--- src/design/winch_position_state_controller_defines.svh ---
// Assertion macros shared by the winch position controller.
`ifndef WINCH_POSITION_STATE_CONTROLLER_DEFINES_SVH
`define WINCH_POSITION_STATE_CONTROLLER_DEFINES_SVH

// A condition that must hold at every clock edge outside reset.
`define WPSC_ASSERT_HOLDS(label, clk, rst_n, cond) \
    label: assert property (@(posedge clk) disable iff (!rst_n) (cond)) \
        else $error("wpsc: invariant violated");

// A condition that must hold whenever the antecedent holds.
`define WPSC_ASSERT_IMPLIES(label, clk, rst_n, ante, cons) \
    label: assert property (@(posedge clk) disable iff (!rst_n) (ante) |-> (cons)) \
        else $error("wpsc: implication violated");

`endif

--- src/design/wpsc_pkg.sv ---
// Types, field widths and codes for the winch position controller.
`default_nettype none

package wpsc_pkg;

    localparam int unsigned ActionW  = 3;
    localparam int unsigned PosW     = 16;
    localparam int unsigned CurW     = 16;
    localparam int unsigned TgtW     = 15;
    localparam int unsigned StatusW  = 3;
    localparam int unsigned DriveW   = 2;
    localparam int unsigned SpeedW   = 17;
    localparam int unsigned DutyW    = 8;
    localparam int unsigned CfgIdxW  = 3;
    localparam int unsigned CfgDataW = 16;
    localparam int unsigned SpdW     = 16;
    localparam int unsigned DistW    = 15;
    localparam int unsigned DockW    = 4;
    localparam int unsigned DockRemW = DockW + 1;
    localparam int unsigned SpdValW  = 18;
    localparam int unsigned ErrW     = PosW + 1;
    localparam int unsigned ErrMagW  = 7;
    localparam int unsigned ProdW    = ErrMagW + SpdW;
    localparam int unsigned RecipW   = 24;
    localparam int unsigned QuotW    = ProdW + RecipW;

    // Number of open-loop steps in the docking ramp.
    localparam int unsigned DockSteps = 10;

    // Multiply by this and shift right to divide a product by 100.
    localparam logic [RecipW-1:0] Div100Mul   = 24'd10737419;
    localparam int unsigned       Div100Shift = 30;

    localparam logic [ActionW-1:0] ACT_TICK       = 3'd0;
    localparam logic [ActionW-1:0] ACT_ENABLE     = 3'd1;
    localparam logic [ActionW-1:0] ACT_DISABLE    = 3'd2;
    localparam logic [ActionW-1:0] ACT_MANUAL_ON  = 3'd3;
    localparam logic [ActionW-1:0] ACT_MANUAL_OFF = 3'd4;
    localparam logic [ActionW-1:0] ACT_SET_TARGET = 3'd5;

    localparam logic [DriveW-1:0] DRV_OFF   = 2'd0;
    localparam logic [DriveW-1:0] DRV_SPEED = 2'd1;
    localparam logic [DriveW-1:0] DRV_DUTY  = 2'd2;

    localparam logic [CfgIdxW-1:0] CFG_HOME_THR     = 3'd0;
    localparam logic [CfgIdxW-1:0] CFG_RETURN_SPEED = 3'd1;
    localparam logic [CfgIdxW-1:0] CFG_SEARCH_SPEED = 3'd2;
    localparam logic [CfgIdxW-1:0] CFG_GROUND_SPEED = 3'd3;
    localparam logic [CfgIdxW-1:0] CFG_GROUND_DIST  = 3'd4;
    localparam logic [CfgIdxW-1:0] CFG_MAX_SPEED    = 3'd5;
    localparam logic [CfgIdxW-1:0] CFG_ACCEL_STEP   = 3'd6;

    localparam logic [CurW-1:0]  RstHomeThr     = 16'd1000;
    localparam logic [SpdW-1:0]  RstReturnSpeed = 16'd1600;
    localparam logic [SpdW-1:0]  RstSearchSpeed = 16'd400;
    localparam logic [SpdW-1:0]  RstGroundSpeed = 16'd400;
    localparam logic [DistW-1:0] RstGroundDist  = 15'd500;
    localparam logic [SpdW-1:0]  RstMaxSpeed    = 16'd3200;
    localparam logic [SpdW-1:0]  RstAccelStep   = 16'd16;

    localparam logic signed [PosW-1:0] PosAtHome   = 16'sd10;
    localparam logic signed [PosW-1:0] PosLeaveDock = 16'sd20;
    localparam logic signed [PosW-1:0] PosFar      = 16'sd800;
    localparam logic [ErrW-1:0]        ErrStop     = 17'd10;
    localparam logic [ErrW-1:0]        ErrProp     = 17'd100;

    localparam logic signed [SpdValW-1:0] SpeedSatHi = 18'sd65535;
    localparam logic signed [SpdValW-1:0] SpeedSatLo = -18'sd65535;

    localparam logic signed [DutyW-1:0] DUTY_FINAL  = -8'sd20;
    localparam logic signed [DutyW-1:0] DUTY_THIRD  = -8'sd30;
    localparam logic signed [DutyW-1:0] DUTY_FOURTH = -8'sd40;
    localparam logic signed [DutyW-1:0] DUTY_FULL   = -8'sd80;

    typedef enum logic [2:0] {
        SP_KEEP,
        SP_ZERO,
        SP_SET,
        SP_PROP,
        SP_ACCEL
    } t_speed_op;

    // Open-loop duty for a docking step that lies before the end of the ramp.
    function automatic logic signed [DutyW-1:0] dock_duty(input logic [DockW-1:0] step);
        logic [DockRemW-1:0] remain;
        logic signed [DutyW-1:0] duty;
        remain = DockRemW'(DockSteps) - {1'b0, step};
        if (remain <= DockRemW'(2)) begin
            duty = DUTY_FINAL;
        end else if (remain == DockRemW'(3)) begin
            duty = DUTY_THIRD;
        end else if (remain == DockRemW'(4)) begin
            duty = DUTY_FOURTH;
        end else begin
            duty = DUTY_FULL;
        end
        return duty;
    endfunction

endpackage

`default_nettype wire

--- src/design/wpsc_if.sv ---
// Handshake channels for the winch position controller input and result transactions.
`default_nettype none

interface wpsc_in_if;
    logic                                 valid;
    logic                                 ready;
    logic [wpsc_pkg::ActionW-1:0]         action;
    logic signed [wpsc_pkg::PosW-1:0]     position_mm;
    logic [wpsc_pkg::CurW-1:0]            current_ma;
    logic                                 motor_stopped;
    logic [wpsc_pkg::TgtW-1:0]            target_mm;

    modport source (
        output valid, action, position_mm, current_ma, motor_stopped, target_mm,
        input  ready
    );
    modport sink (
        input  valid, action, position_mm, current_ma, motor_stopped, target_mm,
        output ready
    );
endinterface

interface wpsc_out_if;
    logic                                 valid;
    logic                                 ready;
    logic [wpsc_pkg::StatusW-1:0]         status;
    logic [wpsc_pkg::DriveW-1:0]          drive_mode;
    logic signed [wpsc_pkg::SpeedW-1:0]   speed_command;
    logic signed [wpsc_pkg::DutyW-1:0]    duty_command;
    logic                                 save_home;
    logic                                 pid_reset;

    modport source (
        output valid, status, drive_mode, speed_command, duty_command, save_home, pid_reset,
        input  ready
    );
    modport sink (
        input  valid, status, drive_mode, speed_command, duty_command, save_home, pid_reset,
        output ready
    );
endinterface

`default_nettype wire

--- src/design/winch_position_state_controller.sv ---
// Winch position sequencer: mode control, docking ramp and speed command generation.
//
//  Port        Dir  Carries
//  i_item      in   action, position_mm, current_ma, motor_stopped, target_mm
//  o_result    out  status, drive_mode, speed_command, duty_command, save_home, pid_reset
//  i_cfg_*     in   register index and write data, one write per cycle
//
// One transaction is accepted per cycle unless o_result stalls; each passes the input, mid and output registers.
// The first stage updates the mode state and forms the proportional product, the second
// divides it by 100 with a reciprocal multiply and updates the speed value.
// Every stage moves forward when its successor has room, so bubbles are absorbed.
// The synchronous reset loads the register reset values and empties the pipeline.
`default_nettype none

`include "winch_position_state_controller_defines.svh"

module winch_position_state_controller (
    input  wire logic                             i_clk,
    input  wire logic                             i_rst_n,
    wpsc_in_if.sink                               i_item,
    wpsc_out_if.source                            o_result,
    input  wire logic                             i_cfg_we,
    input  wire logic [wpsc_pkg::CfgIdxW-1:0]     i_cfg_index,
    input  wire logic [wpsc_pkg::CfgDataW-1:0]    i_cfg_wdata
);
    import wpsc_pkg::*;

    typedef enum logic [2:0] {
        ST_UNKNOWN = 3'd0,
        ST_HOME    = 3'd1,
        ST_GOHOME  = 3'd2,
        ST_DOCK    = 3'd3,
        ST_LOWER   = 3'd4,
        ST_LOWERED = 3'd5,
        ST_MANUAL  = 3'd6
    } t_mode;

    typedef struct packed {
        t_speed_op                 op;
        logic signed [SpeedW-1:0]  set_val;
        logic [ProdW-1:0]          prod;
        logic                      neg;
        logic [StatusW-1:0]        status;
        logic [DriveW-1:0]         drive;
        logic signed [DutyW-1:0]   duty;
        logic                      save_home;
        logic                      pid_reset;
    } t_mid;

    logic [CurW-1:0]  r_home_thr;
    logic [SpdW-1:0]  r_return_speed;
    logic [SpdW-1:0]  r_search_speed;
    logic [SpdW-1:0]  r_ground_speed;
    logic [DistW-1:0] r_ground_dist;
    logic [SpdW-1:0]  r_max_speed;
    logic [SpdW-1:0]  r_accel_step;

    logic                    r_in_valid;
    logic [ActionW-1:0]      r_in_action;
    logic signed [PosW-1:0]  r_in_pos;
    logic [CurW-1:0]         r_in_cur;
    logic                    r_in_stopped;
    logic [TgtW-1:0]         r_in_target;

    t_mode                   r_mode;
    logic                    r_enabled;
    logic [DockW-1:0]        r_dock;
    logic signed [PosW-1:0]  r_target;
    logic                    r_loop;
    logic signed [SpdValW-1:0] r_speed;

    logic r_mid_valid;
    t_mid r_mid;

    logic                      r_out_valid;
    logic [StatusW-1:0]        r_out_status;
    logic [DriveW-1:0]         r_out_drive;
    logic signed [SpeedW-1:0]  r_out_speed;
    logic signed [DutyW-1:0]   r_out_duty;
    logic                      r_out_save;
    logic                      r_out_pid;

    t_mode                   n_mode;
    logic                    n_enabled;
    logic [DockW-1:0]        n_dock;
    logic signed [PosW-1:0]  n_target;
    logic                    n_loop;
    t_mid                    n_mid;
    logic signed [SpdValW-1:0] n_speed;
    logic signed [SpeedW-1:0]  n_out_speed;

    logic out_load;
    logic mid_load;
    logic in_load;

    logic [ErrW-1:0]    err;
    logic [ErrW-1:0]    err_mag;
    logic [ProdW-1:0]   prod;
    logic [QuotW-1:0]   quot_full;
    logic [SpdW-1:0]    quot;

    assign out_load = !r_out_valid || o_result.ready;
    assign mid_load = !r_mid_valid || out_load;
    assign in_load  = !r_in_valid || mid_load;
    assign i_item.ready = in_load;

    // Configuration registers.
    always_ff @(posedge i_clk) begin
        if (!i_rst_n) begin
            r_home_thr     <= RstHomeThr;
            r_return_speed <= RstReturnSpeed;
            r_search_speed <= RstSearchSpeed;
            r_ground_speed <= RstGroundSpeed;
            r_ground_dist  <= RstGroundDist;
            r_max_speed    <= RstMaxSpeed;
            r_accel_step   <= RstAccelStep;
        end else if (i_cfg_we) begin
            case (i_cfg_index)
                CFG_HOME_THR:     r_home_thr     <= i_cfg_wdata;
                CFG_RETURN_SPEED: r_return_speed <= i_cfg_wdata;
                CFG_SEARCH_SPEED: r_search_speed <= i_cfg_wdata;
                CFG_GROUND_SPEED: r_ground_speed <= i_cfg_wdata;
                CFG_GROUND_DIST:  r_ground_dist  <= i_cfg_wdata[DistW-1:0];
                CFG_MAX_SPEED:    r_max_speed    <= i_cfg_wdata;
                CFG_ACCEL_STEP:   r_accel_step   <= i_cfg_wdata;
                default: ;
            endcase
        end
    end

    // Input register.
    always_ff @(posedge i_clk) begin
        if (!i_rst_n) begin
            r_in_valid <= 1'b0;
        end else if (in_load) begin
            r_in_valid <= i_item.valid;
        end
        if (in_load && i_item.valid) begin
            r_in_action  <= i_item.action;
            r_in_pos     <= i_item.position_mm;
            r_in_cur     <= i_item.current_ma;
            r_in_stopped <= i_item.motor_stopped;
            r_in_target  <= i_item.target_mm;
        end
    end

    assign err     = {r_target[PosW-1], r_target} - {r_in_pos[PosW-1], r_in_pos};
    assign err_mag = err[ErrW-1] ? (ErrW'(0) - err) : err;
    assign prod    = ProdW'(err_mag[ErrMagW-1:0]) * ProdW'(r_ground_speed);

    // Mode sequencing for the transaction in the input register.
    always_comb begin
        n_mode    = r_mode;
        n_enabled = r_enabled;
        n_dock    = r_dock;
        n_target  = r_target;
        n_loop    = r_loop;
        n_mid.op        = SP_KEEP;
        n_mid.set_val   = '0;
        n_mid.duty      = '0;
        n_mid.save_home = 1'b0;
        n_mid.pid_reset = 1'b0;
        case (r_in_action)
            ACT_TICK: begin
                if (r_enabled) begin
                    case (r_mode)
                        ST_DOCK: begin
                            if (r_dock < DockW'(DockSteps)) begin
                                if (r_dock == '0) begin
                                    n_loop = 1'b0;
                                end
                                n_mid.duty = dock_duty(r_dock);
                            end else begin
                                n_loop = 1'b1;
                                n_mid.pid_reset = 1'b1;
                                n_mode = ST_HOME;
                            end
                            if (r_dock != '1) begin
                                n_dock = r_dock + DockW'(1);
                            end
                        end
                        ST_GOHOME: begin
                            if (r_in_cur > r_home_thr) begin
                                n_mid.op = SP_ZERO;
                                n_dock = '0;
                                n_mode = ST_DOCK;
                                n_mid.save_home = 1'b1;
                                n_target = '0;
                            end else if (r_in_pos > PosFar) begin
                                n_mid.op = SP_SET;
                                n_mid.set_val = SpeedW'(0) - {1'b0, r_return_speed};
                            end else begin
                                n_mid.op = SP_SET;
                                n_mid.set_val = SpeedW'(0) - {1'b0, r_search_speed};
                            end
                        end
                        ST_HOME: begin
                            if (r_in_pos > PosLeaveDock) begin
                                n_mode = ST_GOHOME;
                            end
                            n_mid.op = SP_ZERO;
                        end
                        ST_LOWER: begin
                            if (err_mag <= ErrStop) begin
                                n_mid.op = SP_ZERO;
                                if (r_in_stopped) begin
                                    n_mode = ST_LOWERED;
                                end
                            end else if (err_mag <= ErrProp) begin
                                n_mid.op = SP_PROP;
                            end else if ($signed(err) <= $signed({2'b00, r_ground_dist})) begin
                                n_mid.op = SP_SET;
                                n_mid.set_val = {1'b0, r_ground_speed};
                            end else begin
                                n_mid.op = SP_ACCEL;
                            end
                        end
                        ST_LOWERED: begin
                            if (err_mag > ErrStop) begin
                                n_mode = ST_LOWER;
                            end
                        end
                        ST_MANUAL: ;
                        default: begin
                            n_mid.op = SP_ZERO;
                        end
                    endcase
                end
            end
            ACT_ENABLE: begin
                if (!r_enabled) begin
                    n_enabled = 1'b1;
                    n_loop = 1'b1;
                    n_target = r_in_pos;
                    n_mode = (r_in_pos < PosAtHome) ? ST_HOME : ST_LOWERED;
                end
            end
            ACT_DISABLE: begin
                if (r_enabled) begin
                    n_mid.op = SP_ZERO;
                    n_enabled = 1'b0;
                    n_mode = ST_UNKNOWN;
                    n_target = '0;
                end
            end
            ACT_MANUAL_ON: begin
                if (r_mode != ST_MANUAL) begin
                    if (r_mode == ST_DOCK) begin
                        n_mid.pid_reset = 1'b1;
                        n_loop = 1'b1;
                    end
                    n_mode = ST_MANUAL;
                    n_mid.op = SP_ZERO;
                    n_target = '0;
                end
            end
            ACT_MANUAL_OFF: begin
                if (r_mode == ST_MANUAL) begin
                    n_mid.op = SP_ZERO;
                    n_target = r_in_pos;
                    n_mode = (r_in_pos < PosAtHome) ? ST_HOME : ST_LOWERED;
                end
            end
            ACT_SET_TARGET: begin
                n_target = {1'b0, r_in_target};
            end
            default: ;
        endcase
        n_mid.prod   = prod;
        n_mid.neg    = err[ErrW-1];
        n_mid.status = n_mode;
        if (!n_enabled) begin
            n_mid.drive = DRV_OFF;
        end else if (n_loop) begin
            n_mid.drive = DRV_SPEED;
        end else begin
            n_mid.drive = DRV_DUTY;
        end
    end

    always_ff @(posedge i_clk) begin
        if (!i_rst_n) begin
            r_mode      <= ST_UNKNOWN;
            r_enabled   <= 1'b0;
            r_dock      <= '0;
            r_target    <= '0;
            r_loop      <= 1'b1;
            r_mid_valid <= 1'b0;
        end else if (mid_load) begin
            r_mid_valid <= r_in_valid;
            if (r_in_valid) begin
                r_mode    <= n_mode;
                r_enabled <= n_enabled;
                r_dock    <= n_dock;
                r_target  <= n_target;
                r_loop    <= n_loop;
            end
        end
        if (mid_load && r_in_valid) begin
            r_mid <= n_mid;
        end
    end

    assign quot_full = QuotW'(r_mid.prod) * QuotW'(Div100Mul);
    assign quot      = SpdW'(quot_full >> Div100Shift);

    // Speed value update and saturation of the command, which is zero while the drive is off.
    always_comb begin
        case (r_mid.op)
            SP_KEEP:  n_speed = r_speed;
            SP_ZERO:  n_speed = '0;
            SP_SET:   n_speed = SpdValW'(r_mid.set_val);
            SP_PROP: begin
                if (r_mid.neg) begin
                    n_speed = SpdValW'(0) - {2'b00, quot};
                end else begin
                    n_speed = {2'b00, quot};
                end
            end
            SP_ACCEL: begin
                if ($signed({r_speed[SpdValW-1], r_speed}) < $signed({3'b000, r_max_speed})) begin
                    n_speed = r_speed + {2'b00, r_accel_step};
                end else begin
                    n_speed = {2'b00, r_max_speed};
                end
            end
            default:  n_speed = r_speed;
        endcase
        if (r_mid.drive == DRV_OFF) begin
            n_out_speed = '0;
        end else if (n_speed > SpeedSatHi) begin
            n_out_speed = SpeedW'(SpeedSatHi);
        end else if (n_speed < SpeedSatLo) begin
            n_out_speed = SpeedW'(SpeedSatLo);
        end else begin
            n_out_speed = SpeedW'(n_speed);
        end
    end

    always_ff @(posedge i_clk) begin
        if (!i_rst_n) begin
            r_speed     <= '0;
            r_out_valid <= 1'b0;
        end else if (out_load) begin
            r_out_valid <= r_mid_valid;
            if (r_mid_valid) begin
                r_speed <= n_speed;
            end
        end
        if (out_load && r_mid_valid) begin
            r_out_status <= r_mid.status;
            r_out_drive  <= r_mid.drive;
            r_out_speed  <= n_out_speed;
            r_out_duty   <= r_mid.duty;
            r_out_save   <= r_mid.save_home;
            r_out_pid    <= r_mid.pid_reset;
        end
    end

    assign o_result.valid         = r_out_valid;
    assign o_result.status        = r_out_status;
    assign o_result.drive_mode    = r_out_drive;
    assign o_result.speed_command = r_out_speed;
    assign o_result.duty_command  = r_out_duty;
    assign o_result.save_home     = r_out_save;
    assign o_result.pid_reset     = r_out_pid;

    `WPSC_ASSERT_IMPLIES(a_unknown_disabled, i_clk, i_rst_n, r_mode == ST_UNKNOWN, !r_enabled)
    `WPSC_ASSERT_IMPLIES(a_off_no_speed, i_clk, i_rst_n, r_out_valid && (r_out_drive == DRV_OFF), r_out_speed == '0)
    `WPSC_ASSERT_IMPLIES(a_duty_open_loop, i_clk, i_rst_n, r_out_valid && (r_out_duty != '0), r_out_drive == DRV_DUTY)
    `WPSC_ASSERT_HOLDS(a_pulses_apart, i_clk, i_rst_n, !(r_out_valid && r_out_save && r_out_pid))

endmodule

`default_nettype wire
--- src/flat_wrapper.sv ---
// flat-port wrapper written by rule: the top's interface ports become plain ports
module winch_position_state_controller_flat import wpsc_pkg::*;
  (i_clk, i_rst_n, i_cfg_we, i_cfg_index, i_cfg_wdata, i_item_valid, i_item_action, i_item_position_mm, i_item_current_ma, i_item_motor_stopped, i_item_target_mm, i_item_ready, o_result_valid, o_result_status, o_result_drive_mode, o_result_speed_command, o_result_duty_command, o_result_save_home, o_result_pid_reset, o_result_ready);
  wpsc_in_if i_item_i ();
  wpsc_out_if o_result_i ();
  input  wire logic i_clk;
  input  wire logic i_rst_n;
  input  wire logic i_cfg_we;
  input  wire logic [wpsc_pkg::CfgIdxW-1:0] i_cfg_index;
  input  wire logic [wpsc_pkg::CfgDataW-1:0] i_cfg_wdata;
  input wire logic [$bits(i_item_i.valid)-1:0] i_item_valid;
  input wire logic [$bits(i_item_i.action)-1:0] i_item_action;
  input wire logic [$bits(i_item_i.position_mm)-1:0] i_item_position_mm;
  input wire logic [$bits(i_item_i.current_ma)-1:0] i_item_current_ma;
  input wire logic [$bits(i_item_i.motor_stopped)-1:0] i_item_motor_stopped;
  input wire logic [$bits(i_item_i.target_mm)-1:0] i_item_target_mm;
  output wire logic [$bits(i_item_i.ready)-1:0] i_item_ready;
  output wire logic [$bits(o_result_i.valid)-1:0] o_result_valid;
  output wire logic [$bits(o_result_i.status)-1:0] o_result_status;
  output wire logic [$bits(o_result_i.drive_mode)-1:0] o_result_drive_mode;
  output wire logic [$bits(o_result_i.speed_command)-1:0] o_result_speed_command;
  output wire logic [$bits(o_result_i.duty_command)-1:0] o_result_duty_command;
  output wire logic [$bits(o_result_i.save_home)-1:0] o_result_save_home;
  output wire logic [$bits(o_result_i.pid_reset)-1:0] o_result_pid_reset;
  input wire logic [$bits(o_result_i.ready)-1:0] o_result_ready;
  assign i_item_i.valid = i_item_valid;
  assign i_item_i.action = i_item_action;
  assign i_item_i.position_mm = i_item_position_mm;
  assign i_item_i.current_ma = i_item_current_ma;
  assign i_item_i.motor_stopped = i_item_motor_stopped;
  assign i_item_i.target_mm = i_item_target_mm;
  assign i_item_ready = i_item_i.ready;
  assign o_result_valid = o_result_i.valid;
  assign o_result_status = o_result_i.status;
  assign o_result_drive_mode = o_result_i.drive_mode;
  assign o_result_speed_command = o_result_i.speed_command;
  assign o_result_duty_command = o_result_i.duty_command;
  assign o_result_save_home = o_result_i.save_home;
  assign o_result_pid_reset = o_result_i.pid_reset;
  assign o_result_i.ready = o_result_ready;
  winch_position_state_controller u_core (.i_clk(i_clk), .i_rst_n(i_rst_n), .i_item(i_item_i), .o_result(o_result_i), .i_cfg_we(i_cfg_we), .i_cfg_index(i_cfg_index), .i_cfg_wdata(i_cfg_wdata));
endmodule
--- config.mk ---
export PLATFORM = sky130hd
export DESIGN_NAME = winch_position_state_controller_flat
export DESIGN_NICKNAME = d
export VERILOG_FILES = /design/src/design/wpsc_pkg.sv /design/src/design/wpsc_if.sv /design/src/design/winch_position_state_controller.sv /design/src/flat_wrapper.sv
export VERILOG_INCLUDE_DIRS = /design/src /design/src/design
export SDC_FILE = /design/constraint.sdc
export NUM_CORES = 2
export LEC_CHECK = 0
export ABC_AREA = 1
export BUFFER_PORTS_ARGS = -buffer_cell sky130_fd_sc_hd__buf_4
export CORE_MARGIN = 2
export CORE_UTILIZATION = 60
export CTS_BUF_LIST = sky130_fd_sc_hd__clkbuf_4 sky130_fd_sc_hd__clkbuf_8
export CTS_CLUSTER_DIAMETER = 60
export DETAILED_ROUTE_END_ITERATION = 12
export PLACE_DENSITY = 0.82
export SLEW_MARGIN = 25
export SYNTH_ARGS = -nofsm -noshare
export SYNTH_HDL_FRONTEND = slang
export SYNTH_SLANG_ARGS = --single-unit
--- constraint.sdc ---
create_clock -name i_clk -period 8.4 [get_ports i_clk]
set_input_delay 0.84 -clock i_clk [delete_from_list [all_inputs] [get_ports i_clk]]
set_output_delay 0.84 -clock i_clk [all_outputs]
set_load 0.02 [all_outputs]
==> metrics <==
status=finished, final reports clean; Fmax achieved=128.6 MHz; Core ar.=49,760 µm²; Yosys warnings=0; # clock sinks=297; initial antenna violation count=1; initial core utilization=a little over 60%; Synth Instances=3,818; first-pass GRT wire length=between 100,000 and 150,000 µm; Mapped Area=30,050 µm²; Post-Place Worst Slack=0.6197 ns; gpl congestion=1.037; hold depth=1; synth cell count leaders=inv_1 (821), nand2_1 (750), ha_1 (367); Ports=109; DRC=0; crit-path max FO=14; library cells used by synthesis=63; number of synthesized flops with an enable pin=140; ys flop type=dfxtp_1; total nets after synthesis=4,525; Total Routing Usage GR=31.26%; ANT cells=0; chip height=227.8 µm; number of buffers created by CTS=about 50; Final WS setup=about 0.62 ns; TritonCTS clock tree=done; vias per std cell=~5.5; # H-tree levels=2; Util after Layout=65.54%; Largest stage delay, worst path=0.54 ns; WHS Endpoint=u_core.r_in_target[13]; fin area=roughly 33,000 µm²; HPWL Detailed=between 60,000 and 70,000 µm; Clock Skew=0.04510 ns; Worst R2R End=u_core.o_result.speed_command[1]; clock transition at the registers of the reported paths=0.06 ns; share of the synthesized area in the top cell type=17.65%; WL final=79,920 µm; required time of the worst setup path=between 8 and 9 ns; most frequent cell on the critical path=nand2_1; Final Hold Viols=0; R2R depth=40; postcts setup bufs=0; Setup Viol. Count Final=0; Avg Cell Area, Syn=about 7.9 µm²; Synth async-reset ratio=0%; final period utilization=between 90% and 100%; # fillers=roughly 4,100; die area=51,890 µm²; crit end category=register; setup TNS=0 ns; Yosys top cell by area=fa_1; Critical R2R Launch=u_core.r_mid[22]; Final Max Slew Viols=0; Seq cells post-synth=around 300; max cap viols=0; clock latency at the later pin of the worst-skew pair=0.67 ns; top-count cell post-synth=inv_1; number of global-route vias before repair=25,700; Slew @ Worst Pin=1.059 ns; Pre-Repair DR Iteration Count=8; min Tclk post-route=7.776 ns; worst hold path type=in -> reg; CP arrival=a little over 8 ns; critical path startpoint category=register; final net count=~4,600; clock root buffer=clkbuf_8; row count=82; unrepaired setup endpoints after global routing=false; layout cells sized above 1=7.889%; Final ANT Viol Nets=0; GRT Residual Overflow=0; setup slack, reg-to-reg=0.62 ns; Iteration-0 DRC Markers=2,093; Seq/Total Area, Yosys=~24%; Placed Area=around 31,000 µm²; via count=~26,000; input/output buffers=approximately 110; Area Overhead vs Synth=8.518%; critical path class=reg -> reg; wire length per cell=17.27 µm; pin count of the biggest net entering global routing=75; CP max stage cell=fa_1; worst hold start=i_item_target_mm[13]; die width=227.8 µm; Rel. slew slack=28.87%; largest cells by area after synthesis=fa_1 (18%), ha_1 (15%), edfxtp_1 (14%), dfxtp_1 (10%), inv_1 (10%); CTS Buffer Depth=3
how the worst max path moves through the flow:
stage                                  start                          endpoint  slack [ns]  depth (start not counted)
after floorplan             u_core.r_mid[22]  u_core.o_result.speed_command[5]        1.20                         40
after global placement      u_core.r_mid[22]  u_core.o_result.speed_command[4]        0.72                         39
after detailed placement  u_core.r_in_pos[0]                  u_core.r_mid[37]        0.62                         37
after CTS                 u_core.r_target[0]                  u_core.r_mid[37]        0.60                         38
after global routing        u_core.r_mid[22]  u_core.o_result.speed_command[4]      0.0004                         40
final                       u_core.r_mid[22]  u_core.o_result.speed_command[1]        0.62                         40
state kept, by name, indices dropped and copies added, names as in the netlist, 4 cells and up:
signal,cells
u_core.r_accel_step,16
u_core.r_return_speed,16
u_core.r_home_thr,16
u_core.r_search_speed,16
u_core.r_dock,4
u_core.r_in_pos,16
u_core.r_in_target,15
u_core.o_result.duty_command,7
u_core.r_speed,18
u_core.r_target,16
u_core.r_in_cur,16
u_core.r_ground_speed,16
u_core.r_max_speed,16
u_core.r_ground_dist,15
u_core.o_result.speed_command,17
u_core.r_mid,58
cells in the final DEF (no fill, tap or decap), drive strengths merged, types with 11 or more instances in the layout:
| cell type | instances |
|---|---|
| nand4 | 34 |
| a31oi | 19 |
| nand3 | 176 |
| nor3 | 32 |
| dfxtp | 157 |
| or2 | 20 |
| clkbuf | 77 |
| a21oi | 223 |
| buf | 123 |
| xnor2 | 18 |
| edfxtp | 140 |
| nor2 | 318 |
| o21ai | 224 |
| ha | 367 |
| xor2 | 42 |
| fa | 265 |
| nand2 | 773 |
| inv | 827 |
| o211ai | 28 |
| clkinv | 17 |
| o21bai | 11 |
area by class of cell:
class	count	area, µm²	area share, %
sequential	297	7347	22.53
multi-input combinational	2611	19260	59.05
clock buffer	77	947.2	2.904
clock inverter	17	177.7	0.5448
inverter	830	3118	9.561
tap	672	840.8	2.578
timing repair buffer	123	923.4	2.831
critical path: cells and delay by family, from the launching register on:
family	cells	cell delay [ns]
DFF	1	0.53
buffers and inverters	6	0.43
adders and majority gates	9	4.11
and+or+nand+nor	25	2.46
kinds of logic after synthesis:
| family | after synthesis | share of synthesized area (%) |
|---|---|---|
| xor+xnor | 60 | 1.774 |
| compound gates | 548 | 10.05 |
| buf+inv | 910 | 11.48 |
| flops | 297 | 24.45 |
| other cells | 1 | 0.01248 |
| fa+ha+maj | 632 | 32.93 |
| simple gates | 1370 | 19.31 |
metrics by stage:
stage,hold WS (ns),cells
floorplan,0.4003,3818
global placement,0.4004,4533
detailed placement,0.4051,4533
CTS,0.3006,4627
global route,0.3225,4627
finish,0.3461,4627
routing by layer:
layer	track usage [%]	vias up	routed length, µm
li1	-	12280	-
met1	38.77	11910	31710
met2	51.61	1055	36810
met3	5.000	316	6178
met4	18.73	0	5218
met5	0	-	0
repair_timing:
action,in CTS,in global routing
endpoints found under the setup margin,0,1
hold buffers,0,0
resized for setup,0,1
Power is not shown: default switching activity piles up to over one toggle a cycle in this logic, so the estimate is an artifact.
